$ cat src/sv/frc_pkg.sv
// Shared types and constants for the fault report coalescer.
`default_nettype none
package frc_pkg;

  localparam int FAULT_DEPTH_DEF = 8;

  localparam logic [15:0] RESEND_GAP_RST = 16'd1000;
  localparam logic [15:0] BACKOFF_RST    = 16'd5000;
  localparam logic [3:0]  MAX_RETRY_RST  = 4'd3;

  // input item kinds
  localparam logic [2:0] KIND_STATUS  = 3'd0;
  localparam logic [2:0] KIND_FAULT   = 3'd1;
  localparam logic [2:0] KIND_TICK    = 3'd2;
  localparam logic [2:0] KIND_SEND    = 3'd3;
  localparam logic [2:0] KIND_CONNECT = 3'd4;

  // request codes, also used for the outstanding request
  localparam logic [1:0] ACT_NONE    = 2'd0;
  localparam logic [1:0] ACT_CONNECT = 2'd1;
  localparam logic [1:0] ACT_FAULT   = 2'd2;
  localparam logic [1:0] ACT_STATUS  = 2'd3;

  // configuration register indexes
  localparam logic [1:0] REG_RESEND_GAP = 2'd0;
  localparam logic [1:0] REG_BACKOFF    = 2'd1;
  localparam logic [1:0] REG_MAX_RETRY  = 2'd2;

  typedef enum logic [2:0] {
    ST_IDLE,
    ST_APPLY,
    ST_SCAN_RD,
    ST_SCAN_CMP,
    ST_HEAD_RD,
    ST_FINISH
  } frc_state_t;

  typedef struct packed {
    logic capture;
    logic apply;
    logic scan_clear;
    logic rd_scan;
    logic idx_inc;
    logic fault_insert;
    logic rd_head;
    logic finish;
  } frc_cmd_t;

  typedef struct packed {
    logic alarm_item;
    logic scan_end;
    logic match;
    logic out_free;
  } frc_status_t;

endpackage
`default_nettype wire

$ cat src/sv/frc_ctrl.sv
// Sequencer for the fault report coalescer: one item at a time.
`default_nettype none
module frc_ctrl (
  input  wire logic                clk,
  input  wire logic                rst,
  input  wire logic                in_valid,
  output logic                     in_stall,
  input  wire frc_pkg::frc_status_t st,
  output frc_pkg::frc_cmd_t        cmd
);

  frc_pkg::frc_state_t state, state_next;

  always_ff @(posedge clk) begin
    if (rst) begin
      state <= frc_pkg::ST_IDLE;
    end else begin
      state <= state_next;
    end
  end

  always_comb begin
    state_next = state;
    cmd        = '0;
    in_stall   = 1'b1;
    case (state)
      frc_pkg::ST_IDLE: begin
        in_stall    = 1'b0;
        cmd.capture = in_valid;
        if (in_valid) state_next = frc_pkg::ST_APPLY;
      end
      frc_pkg::ST_APPLY: begin
        if (st.alarm_item) begin
          cmd.scan_clear = 1'b1;
          state_next     = frc_pkg::ST_SCAN_RD;
        end else begin
          cmd.apply  = 1'b1;
          state_next = frc_pkg::ST_HEAD_RD;
        end
      end
      frc_pkg::ST_SCAN_RD: begin
        if (st.scan_end) begin
          // no duplicate found: append or drop
          cmd.fault_insert = 1'b1;
          state_next       = frc_pkg::ST_HEAD_RD;
        end else begin
          cmd.rd_scan = 1'b1;
          state_next  = frc_pkg::ST_SCAN_CMP;
        end
      end
      frc_pkg::ST_SCAN_CMP: begin
        if (st.match) begin
          state_next = frc_pkg::ST_HEAD_RD;
        end else begin
          cmd.idx_inc = 1'b1;
          state_next  = frc_pkg::ST_SCAN_RD;
        end
      end
      frc_pkg::ST_HEAD_RD: begin
        cmd.rd_head = 1'b1;
        state_next  = frc_pkg::ST_FINISH;
      end
      frc_pkg::ST_FINISH: begin
        if (st.out_free) begin
          cmd.finish = 1'b1;
          state_next = frc_pkg::ST_IDLE;
        end
      end
      default: begin
        state_next = frc_pkg::ST_IDLE;
      end
    endcase
  end

endmodule
`default_nettype wire

$ cat src/sv/frc_datapath.sv
// Link state, retry and wait registers, fault queue memory and result register.
`default_nettype none
module frc_datapath #(
  parameter int FAULT_DEPTH = frc_pkg::FAULT_DEPTH_DEF
) (
  input  wire logic                clk,
  input  wire logic                rst,
  input  wire frc_pkg::frc_cmd_t   cmd,
  output frc_pkg::frc_status_t     st,
  input  wire logic                cfg_wr,
  input  wire logic [1:0]          cfg_index,
  input  wire logic [15:0]         cfg_data,
  input  wire logic [2:0]          kind,
  input  wire logic [7:0]          alarm_code,
  input  wire logic [7:0]          head_id,
  input  wire logic                success,
  output logic                     out_valid,
  input  wire logic                out_stall,
  output logic [1:0]               action,
  output logic [7:0]               out_alarm_code,
  output logic [7:0]               out_head_id,
  output logic                     link_up,
  output logic [3:0]               queued_faults,
  output logic                     fault_dropped,
  output logic                     pending
);

  localparam int PW = (FAULT_DEPTH > 1) ? $clog2(FAULT_DEPTH) : 1;
  localparam int CW = $clog2(FAULT_DEPTH + 1);
  localparam int SW = CW + 1;
  localparam logic [CW-1:0] DEPTH_C = CW'(FAULT_DEPTH);
  localparam logic [SW-1:0] DEPTH_S = SW'(FAULT_DEPTH);
  localparam logic [PW-1:0] LAST_P  = PW'(FAULT_DEPTH - 1);

  // configuration
  logic [15:0] resend_gap;
  logic [15:0] backoff;
  logic [3:0]  max_retries;

  // captured item
  logic [2:0] kind_r;
  logic [7:0] code_r;
  logic [7:0] head_r;
  logic       ok_r;

  // protocol state
  logic        connected;
  logic        link_state;
  logic [3:0]  retry_count;
  logic [15:0] wait_remaining;
  logic        status_dirty;
  logic [1:0]  in_flight;
  logic        first_start;
  logic        dropped;

  // fault queue, circular
  logic [15:0]   mem [FAULT_DEPTH];
  logic [15:0]   rdata;
  logic [PW-1:0] head_ptr;
  logic [CW-1:0] count;
  logic [CW-1:0] scan_idx;

  logic [SW-1:0] scan_sum, tail_sum;
  logic [PW-1:0] scan_addr, tail_addr, rd_addr;
  logic [PW-1:0] head_inc;
  logic [3:0]    retry_inc;
  logic          pend;
  logic [1:0]    act;
  logic [CW+3:0] count_ext;

  assign scan_sum  = SW'(head_ptr) + SW'(scan_idx);
  assign tail_sum  = SW'(head_ptr) + SW'(count);
  assign scan_addr = (scan_sum >= DEPTH_S) ? PW'(scan_sum - DEPTH_S) : PW'(scan_sum);
  assign tail_addr = (tail_sum >= DEPTH_S) ? PW'(tail_sum - DEPTH_S) : PW'(tail_sum);
  assign head_inc  = (head_ptr == LAST_P) ? '0 : head_ptr + 1'b1;
  assign rd_addr   = cmd.rd_head ? head_ptr : scan_addr;
  assign retry_inc = retry_count + 4'd1;
  assign pend      = status_dirty || (count != '0);
  assign count_ext = {4'b0, count};

  always_comb begin
    st.alarm_item = (kind_r == frc_pkg::KIND_FAULT);
    st.scan_end   = (scan_idx == count);
    st.match      = (rdata == {head_r, code_r});
    st.out_free   = !out_valid || !out_stall;
  end

  always_comb begin
    act = frc_pkg::ACT_NONE;
    if (first_start && !connected) begin
      act = frc_pkg::ACT_CONNECT;
    end else if (pend && wait_remaining == '0) begin
      if (!connected)          act = frc_pkg::ACT_CONNECT;
      else if (count != '0)    act = frc_pkg::ACT_FAULT;
      else                     act = frc_pkg::ACT_STATUS;
    end
  end

  always_ff @(posedge clk) begin
    if (cmd.fault_insert && count != DEPTH_C) mem[tail_addr] <= {head_r, code_r};
    if (cmd.rd_scan || cmd.rd_head) rdata <= mem[rd_addr];
  end

  always_ff @(posedge clk) begin
    if (cmd.capture) begin
      kind_r <= kind;
      code_r <= alarm_code;
      head_r <= head_id;
      ok_r   <= success;
    end
    if (cmd.scan_clear) scan_idx <= '0;
    else if (cmd.idx_inc) scan_idx <= scan_idx + 1'b1;
  end

  always_ff @(posedge clk) begin
    if (rst) begin
      resend_gap  <= frc_pkg::RESEND_GAP_RST;
      backoff     <= frc_pkg::BACKOFF_RST;
      max_retries <= frc_pkg::MAX_RETRY_RST;
    end else if (cfg_wr) begin
      case (cfg_index)
        frc_pkg::REG_RESEND_GAP: resend_gap  <= cfg_data;
        frc_pkg::REG_BACKOFF:    backoff     <= cfg_data;
        frc_pkg::REG_MAX_RETRY:  max_retries <= cfg_data[3:0];
        default: ;
      endcase
    end
  end

  always_ff @(posedge clk) begin
    if (rst) begin
      connected      <= 1'b0;
      link_state     <= 1'b0;
      retry_count    <= '0;
      wait_remaining <= '0;
      status_dirty   <= 1'b0;
      in_flight      <= frc_pkg::ACT_NONE;
      first_start    <= 1'b1;
      dropped        <= 1'b0;
      head_ptr       <= '0;
      count          <= '0;
    end else begin
      if (cmd.capture) dropped <= 1'b0;
      if (cmd.fault_insert) begin
        if (count == DEPTH_C) dropped <= 1'b1;
        else                  count   <= count + 1'b1;
      end
      if (cmd.apply) begin
        case (kind_r)
          frc_pkg::KIND_STATUS: status_dirty <= 1'b1;
          frc_pkg::KIND_TICK: begin
            if (wait_remaining != '0) wait_remaining <= wait_remaining - 16'd1;
          end
          frc_pkg::KIND_SEND: begin
            if (in_flight == frc_pkg::ACT_FAULT || in_flight == frc_pkg::ACT_STATUS) begin
              in_flight <= frc_pkg::ACT_NONE;
              if (ok_r) begin
                link_state  <= 1'b1;
                retry_count <= '0;
                if (in_flight == frc_pkg::ACT_FAULT) begin
                  if (count != '0) begin
                    head_ptr <= head_inc;
                    count    <= count - 1'b1;
                  end
                end else begin
                  status_dirty <= 1'b0;
                end
              end else if (retry_inc < max_retries) begin
                retry_count    <= retry_inc;
                wait_remaining <= resend_gap;
              end else begin
                // retries used up: drop the link and back off
                link_state     <= 1'b0;
                retry_count    <= '0;
                connected      <= 1'b0;
                wait_remaining <= backoff;
              end
            end
          end
          frc_pkg::KIND_CONNECT: begin
            if (in_flight == frc_pkg::ACT_CONNECT) begin
              if (ok_r) begin
                connected <= 1'b1;
                if (!first_start) status_dirty <= 1'b1;
              end else begin
                wait_remaining <= backoff;
              end
              first_start <= 1'b0;
              in_flight   <= frc_pkg::ACT_NONE;
            end
          end
          default: ;
        endcase
      end
      if (cmd.finish && in_flight == frc_pkg::ACT_NONE) in_flight <= act;
    end
  end

  // result register
  always_ff @(posedge clk) begin
    if (rst) begin
      out_valid <= 1'b0;
    end else if (cmd.finish) begin
      out_valid <= 1'b1;
    end else if (!out_stall) begin
      out_valid <= 1'b0;
    end
  end

  always_ff @(posedge clk) begin
    if (cmd.finish) begin
      action         <= (in_flight == frc_pkg::ACT_NONE) ? act : frc_pkg::ACT_NONE;
      out_alarm_code <= '0;
      out_head_id    <= '0;
      if (in_flight == frc_pkg::ACT_NONE && act == frc_pkg::ACT_FAULT) begin
        out_alarm_code <= rdata[7:0];
        out_head_id    <= rdata[15:8];
      end
      link_up       <= link_state;
      queued_faults <= count_ext[3:0];
      fault_dropped <= dropped;
      pending       <= pend;
    end
  end

endmodule
`default_nettype wire

$ cat src/sv/fault_report_coalescer.sv
// Steps: the input is captured, then applied, or for a fault alarm the queued faults are
// compared in turn until a match (a read and a compare state per entry); the queue head is
// then read and the result is loaded into the output register once that is free. One item at a time;
// the next input is taken the cycle after the result is loaded into the output register.
// Reset (rst, synchronous): queue empty, link down, connect requested on the first item,
// registers back to gap 1000, backoff 5000, retries 3. Queue memory is not cleared.
`default_nettype none
module fault_report_coalescer #(
  parameter int FAULT_DEPTH = frc_pkg::FAULT_DEPTH_DEF
) (
  input  wire logic        clk,
  input  wire logic        rst,
  input  wire logic        cfg_valid,
  output logic             cfg_ready,
  input  wire logic [1:0]  cfg_index,
  input  wire logic [15:0] cfg_data,
  input  wire logic        in_valid,
  output logic             in_stall,
  input  wire logic [2:0]  kind,
  input  wire logic [7:0]  alarm_code,
  input  wire logic [7:0]  head_id,
  input  wire logic        success,
  output logic             out_valid,
  input  wire logic        out_stall,
  output logic [1:0]       action,
  output logic [7:0]       out_alarm_code,
  output logic [7:0]       out_head_id,
  output logic             link_up,
  output logic [3:0]       queued_faults,
  output logic             fault_dropped,
  output logic             pending
);

  frc_pkg::frc_cmd_t    cmd;
  frc_pkg::frc_status_t st;

  assign cfg_ready = 1'b1;

  frc_ctrl u_ctrl (
    .clk      (clk),
    .rst      (rst),
    .in_valid (in_valid),
    .in_stall (in_stall),
    .st       (st),
    .cmd      (cmd)
  );

  frc_datapath #(
    .FAULT_DEPTH (FAULT_DEPTH)
  ) u_dp (
    .clk            (clk),
    .rst            (rst),
    .cmd            (cmd),
    .st             (st),
    .cfg_wr         (cfg_valid && cfg_ready),
    .cfg_index      (cfg_index),
    .cfg_data       (cfg_data),
    .kind           (kind),
    .alarm_code     (alarm_code),
    .head_id        (head_id),
    .success        (success),
    .out_valid      (out_valid),
    .out_stall      (out_stall),
    .action         (action),
    .out_alarm_code (out_alarm_code),
    .out_head_id    (out_head_id),
    .link_up        (link_up),
    .queued_faults  (queued_faults),
    .fault_dropped  (fault_dropped),
    .pending        (pending)
  );

endmodule
`default_nettype wire

$ cat config.mk
export PLATFORM = sky130hd
export DESIGN_NAME = fault_report_coalescer
export DESIGN_NICKNAME = d
export VERILOG_FILES = /design/src/sv/frc_pkg.sv /design/src/sv/frc_ctrl.sv /design/src/sv/frc_datapath.sv /design/src/sv/fault_report_coalescer.sv
export SDC_FILE = /design/constraint.sdc
export NUM_CORES = 1
export LEC_CHECK = 0
export BUFFER_PORTS_ARGS = -buffer_cell sky130_fd_sc_hd__buf_2
export CAP_MARGIN = 5
export CORE_AREA = 5 5 174 176
export CTS_BUF_LIST = sky130_fd_sc_hd__clkbuf_4 sky130_fd_sc_hd__clkbuf_8
export DETAILED_ROUTE_END_ITERATION = 12
export DIE_AREA = 0 0 179 181
export MAX_ROUTING_LAYER = met4
export PLACE_DENSITY = 0.61
export SYNTH_ARGS = -nofsm -noshare
export SYNTH_HDL_FRONTEND = slang
export SYNTH_HIERARCHICAL = 1
export SYNTH_SLANG_ARGS = --single-unit
$ cat constraint.sdc
create_clock -name clk -period 4.6 [get_ports clk]
set_clock_uncertainty 0.15 [all_clocks]
set_input_delay 0.46 -clock clk [delete_from_list [all_inputs] [get_ports clk]]
set_output_delay 0.46 -clock clk [all_outputs]
set_load 0.02 [all_outputs]
==> metrics.md <==
| Metric | Value |
|---|---|
| Status | finished clean |
| Net switching power | 1.164 mW |
| Sequential share of power | a little over half |
| Most frequent CP cell | buf_4 |
| Syn Inst Count | a little over 800 |
| DRC viols | 0 |
| Placed cells | between 1,000 and 1,500 |
| Post-Syn Nets | about 880 |
| CP Launch Type | flip-flop |
| Ys flop type | edfxtp_1 |
| Clk pin slew, worst setup/hold paths | roughly 60 ps |
| Avg WL per Cell | roughly 18 um |
| Initial antenna violation count | 0 |
| Req. time, crit path | 4730 ps |
| Sw frac | between 20% and 30% |
| Layout cells sized above 1 | 22.79% |
| Worst-Skew Late Latency | 560 ps |
| Seq cells post-synth | 267 |
| Die W | roughly 180 um |
| Count of different cell masters after synthesis | 68 |
| Setup total negative slack | 0 ps |
| Syn avg cell area | around 14 um^2 |
| Compound-gate portion of the synthesized area | under 10% |
| Pwr dens | between 300 and 400 nW/um^2 |
| Core area | between 20,000 and 30,000 um^2 |
| Adder-Cell Fraction of Synth Area | under 10% |
| Die area | 32,400 um^2 |
| PortBufs | approximately 70 |
| Fin. Hold Viols | 0 |
| Crit path kind | reg -> reg |
| Peak VDD IR | roughly 0.00021 V |
| CTS tree | built |
| Reg2reg path depth | 6 |
| Mux cell area share after synthesis | under 10% |
| Post-Layout Cell Count | roughly 1,400 |
| First-pass GRT wire length | a little under 40,000 um |
| Max-slew headroom | 23.18% |
| Clk root buf | clkbuf_8 |
| Final setup violation count | 0 |
| CP Cell Sequence | nor3b_1 > buf_4 > mux2i_4 > buf_4 > mux4_2 > mux2_2 |
| CTS sink count | ~270 |
| Max Freq | 304.9 MHz |
| # nets final | 1,008 |
| 1st-iter DRT viols | about 570 |
| Max_cap viols | 0 |
| Main combinational cell family by area after synthesis | simple AND/OR/NAND/NOR gates |
| Max Slew Vio Count | 0 |
| Hpwl dp | 15,110 um |
| Pint | ~4.0 mW |
| Row cnt | 62 |
| Placer Congestion | 0.8300 |
| Number of synthesized flops with an enable pin | about 190 |
| CP arrival | roughly 3400 ps |
| Bufs on Longest Clock Path | 3 |
| XOR/XNOR Fraction of Synth Area | around 2.6% |
| Static Leak | between 4 and 5 nW |
| Post-Synth Simple-Gate Area | between 10% and 20% |
| RSZ-0062 raised after global routing | false |
| Detail Route Antenna Nets | 0 |
| Die height | around 180 um |
| Hold Path Depth | 3 |
| I/O pin total | a little over 70 |
| Vias in the first global route | between 6,000 and 7,000 |
| Maximum net fanout on the critical path | 16 |
| Crit share post-route | about 70% |
| Combinational share of power | under 10% |
| Vias after detailed routing | slightly above 7,000 |
| CP Capture Type | flip-flop |
| Ys async rst share | 0% |
| Clk pwr share | just over 40% |
| CP max stage delay | 790 ps |
| Seq/Total Area, Yosys | between 60% and 70% |
| Area growth syn-to-layout | 18.51% |
| H-Tree Depth | 2 |
| N_diodes | 0 |
| Starting Density | 39.27% |
| Minimum clock period | about 3300 ps |
| DRT Pass-1 Iters | 5 |
| Total gr overflow | 0 |
| Total global-route track usage | around 16% |
| Worst Tran Pin Value | ~1100 ps |
| Post-DR vias/cell | 5.165 |
| Synthesized area | ~11,000 um^2 |
| Setup Fix Bufs, Post-CTS | 0 |
| Max stage delay cell, worst path | mux2i_4 |
| Largest net degree at the start of global routing | 36 |
| Hold Path Class | in -> reg |
| Num CTS Buffers | 44 |
| Synth warn | 6 |
| Final wirelength | 24,470 um |
## state kept, by name, summed over array words and instances, names as in the netlist, 3 cells and up
signal	flops
u_dp/kind_r	3
u_dp/max_retries	4
u_dp/head_r	8
u_dp/mem	128
u_dp/out_alarm_code	8
u_dp/code_r	8
u_ctrl/state	3
u_dp/head_ptr	3
u_dp/rdata	16
u_dp/retry_count	4
u_dp/out_head_id	8
u_dp/count	4
u_dp/queued_faults	4
u_dp/scan_idx	4
u_dp/resend_gap	16
u_dp/backoff	16
u_dp/wait_remaining	16
## what timing repair did
action	in CTS	in global routing
endpoints found under the hold margin	50	0
resized for setup	0	0
hold buffers	36	0
## power by group through the flow
stage,Sequential [mW],Combinational [mW],Clock [mW]
floorplan,2.72,0.258,0
global placement,2.74,0.345,0
detailed placement,2.75,0.348,0
CTS,2.70,0.374,2.15
global route,2.70,0.405,2.25
finish,2.69,0.370,2.09
## layout by cell type, fill, tap and decap left out, drive strengths merged, types with 26 or more instances in the layout
master	netlist	final
edfxtp	189	189
nand2	93	93
buf	18	88
dfxtp	78	78
clkbuf	23	58
nor2	50	50
a21oi	47	47
dlygate4sd3	0	36
mux4	32	32
inv	24	26
## worst max-delay path: cells and delay by family (launching register included)
family | cells | cell delay [ps]
muxes | 3 | 1590
and+or+nand+nor | 1 | 230
DFF | 1 | 460
buffers and inverters | 2 | 580
## per-stage QoR
step	power [mW]	hold WS, ps	util (%)	worst slack (ps)	area [um^2]
after floorplan	2.980	256.4	-	1724	11180
after global placement	3.089	269.3	42.12	1319	11990
after detailed placement	3.094	285.4	42.12	1280	11990
after CTS	5.224	3.749	46.54	1264	13250
after global routing	5.362	61.77	46.54	1092	13250
final	5.154	35.05	46.54	1320	13250
## Yosys cell counts, types with 3 or more instances
cell type | instances | area share, %
nor3_1 | 9 | 0.40
o32ai_1 | 5 | 0.39
nand4_1 | 9 | 0.50
clkbuf_1 | 23 | 0.77
a211oi_1 | 8 | 0.54
nand2_1 | 93 | 3.1
o211ai_1 | 3 | 0.20
or2_2 | 3 | 0.17
or3_1 | 4 | 0.22
edfxtp_1 | 189 | 51
nor2b_1 | 4 | 0.22
nand4b_1 | 3 | 0.24
nor4b_1 | 3 | 0.24
inv_1 | 24 | 0.81
ha_1 | 13 | 1.5
nand3b_1 | 18 | 1.2
buf_1 | 3 | 0.10
a222oi_1 | 10 | 0.90
nor2_1 | 50 | 1.7
a221oi_1 | 5 | 0.39
or4_1 | 3 | 0.20
mux2i_1 | 7 | 0.63
a31oi_1 | 4 | 0.22
buf_2 | 7 | 0.31
nand2b_1 | 11 | 0.62
a21oi_1 | 47 | 2.1
and3b_1 | 3 | 0.24
nor3b_1 | 5 | 0.34
xnor2_1 | 24 | 1.9
a211o_1 | 3 | 0.24
and2_1 | 18 | 1.0
mux2_2 | 16 | 1.6
dfxtp_1 | 78 | 14
mux4_2 | 32 | 6.4
o21ai_0 | 13 | 0.58
buf_4 | 6 | 0.40
nand3_1 | 9 | 0.40
nor4_1 | 4 | 0.22
o21ai_1 | 9 | 0.40
xor2_1 | 9 | 0.71
## path summary, 6_finish.rpt
check / startpoint / to / slack, ps
setup / recovery: u_ctrl/state[2]$_SDFFE_PP0P_ / u_dp/rdata[13]$_DFFE_PP_ / 1320
hold / removal: out_stall / u_dp/out_valid$_SDFFE_PP0P_ / 40
setup reg to reg: u_ctrl/state[2]$_SDFFE_PP0P_ / u_dp/rdata[13]$_DFFE_PP_ / 1320
hold reg to reg: u_dp/link_state$_SDFFE_PP0P_ / u_dp/link_up$_DFFE_PP_ / 300
## cells by family (layout without fill, tap and decap cells)
| group | Yosys count | after routing |
|---|---|---|
| other | 1 | 1 |
| AOI/OAI and AO/OA | 123 | 123 |
| muxes | 55 | 55 |
| buffers and inverters | 65 | 227 |
| and+or+nand+nor | 262 | 262 |
| DFF | 267 | 267 |
| adders and majority gates | 15 | 15 |
| xor gates and xnor gates | 33 | 33 |
## final cells by class
class                      instances  area (um^2)
fill                            2563        15220
sequential                       267         7237
multi-input combinational        489         3697
timing repair buffer             124        848.3
clock buffer                      58        742.0
tap                              384        480.5
clock inverter                    21        153.9
inverter                          24        90.09
## routing by layer
layer  vias to the layer above  track usage [%]  part of all wire [%]
met5                         -                -                     0
met4                         0            4.237                   1.8
met3                        36            2.383                   5.1
met2                       191            24.79                    49
met1                      3483            20.80                    44
li1                       3350                -                     -
Power figures use the tool's default switching activity.
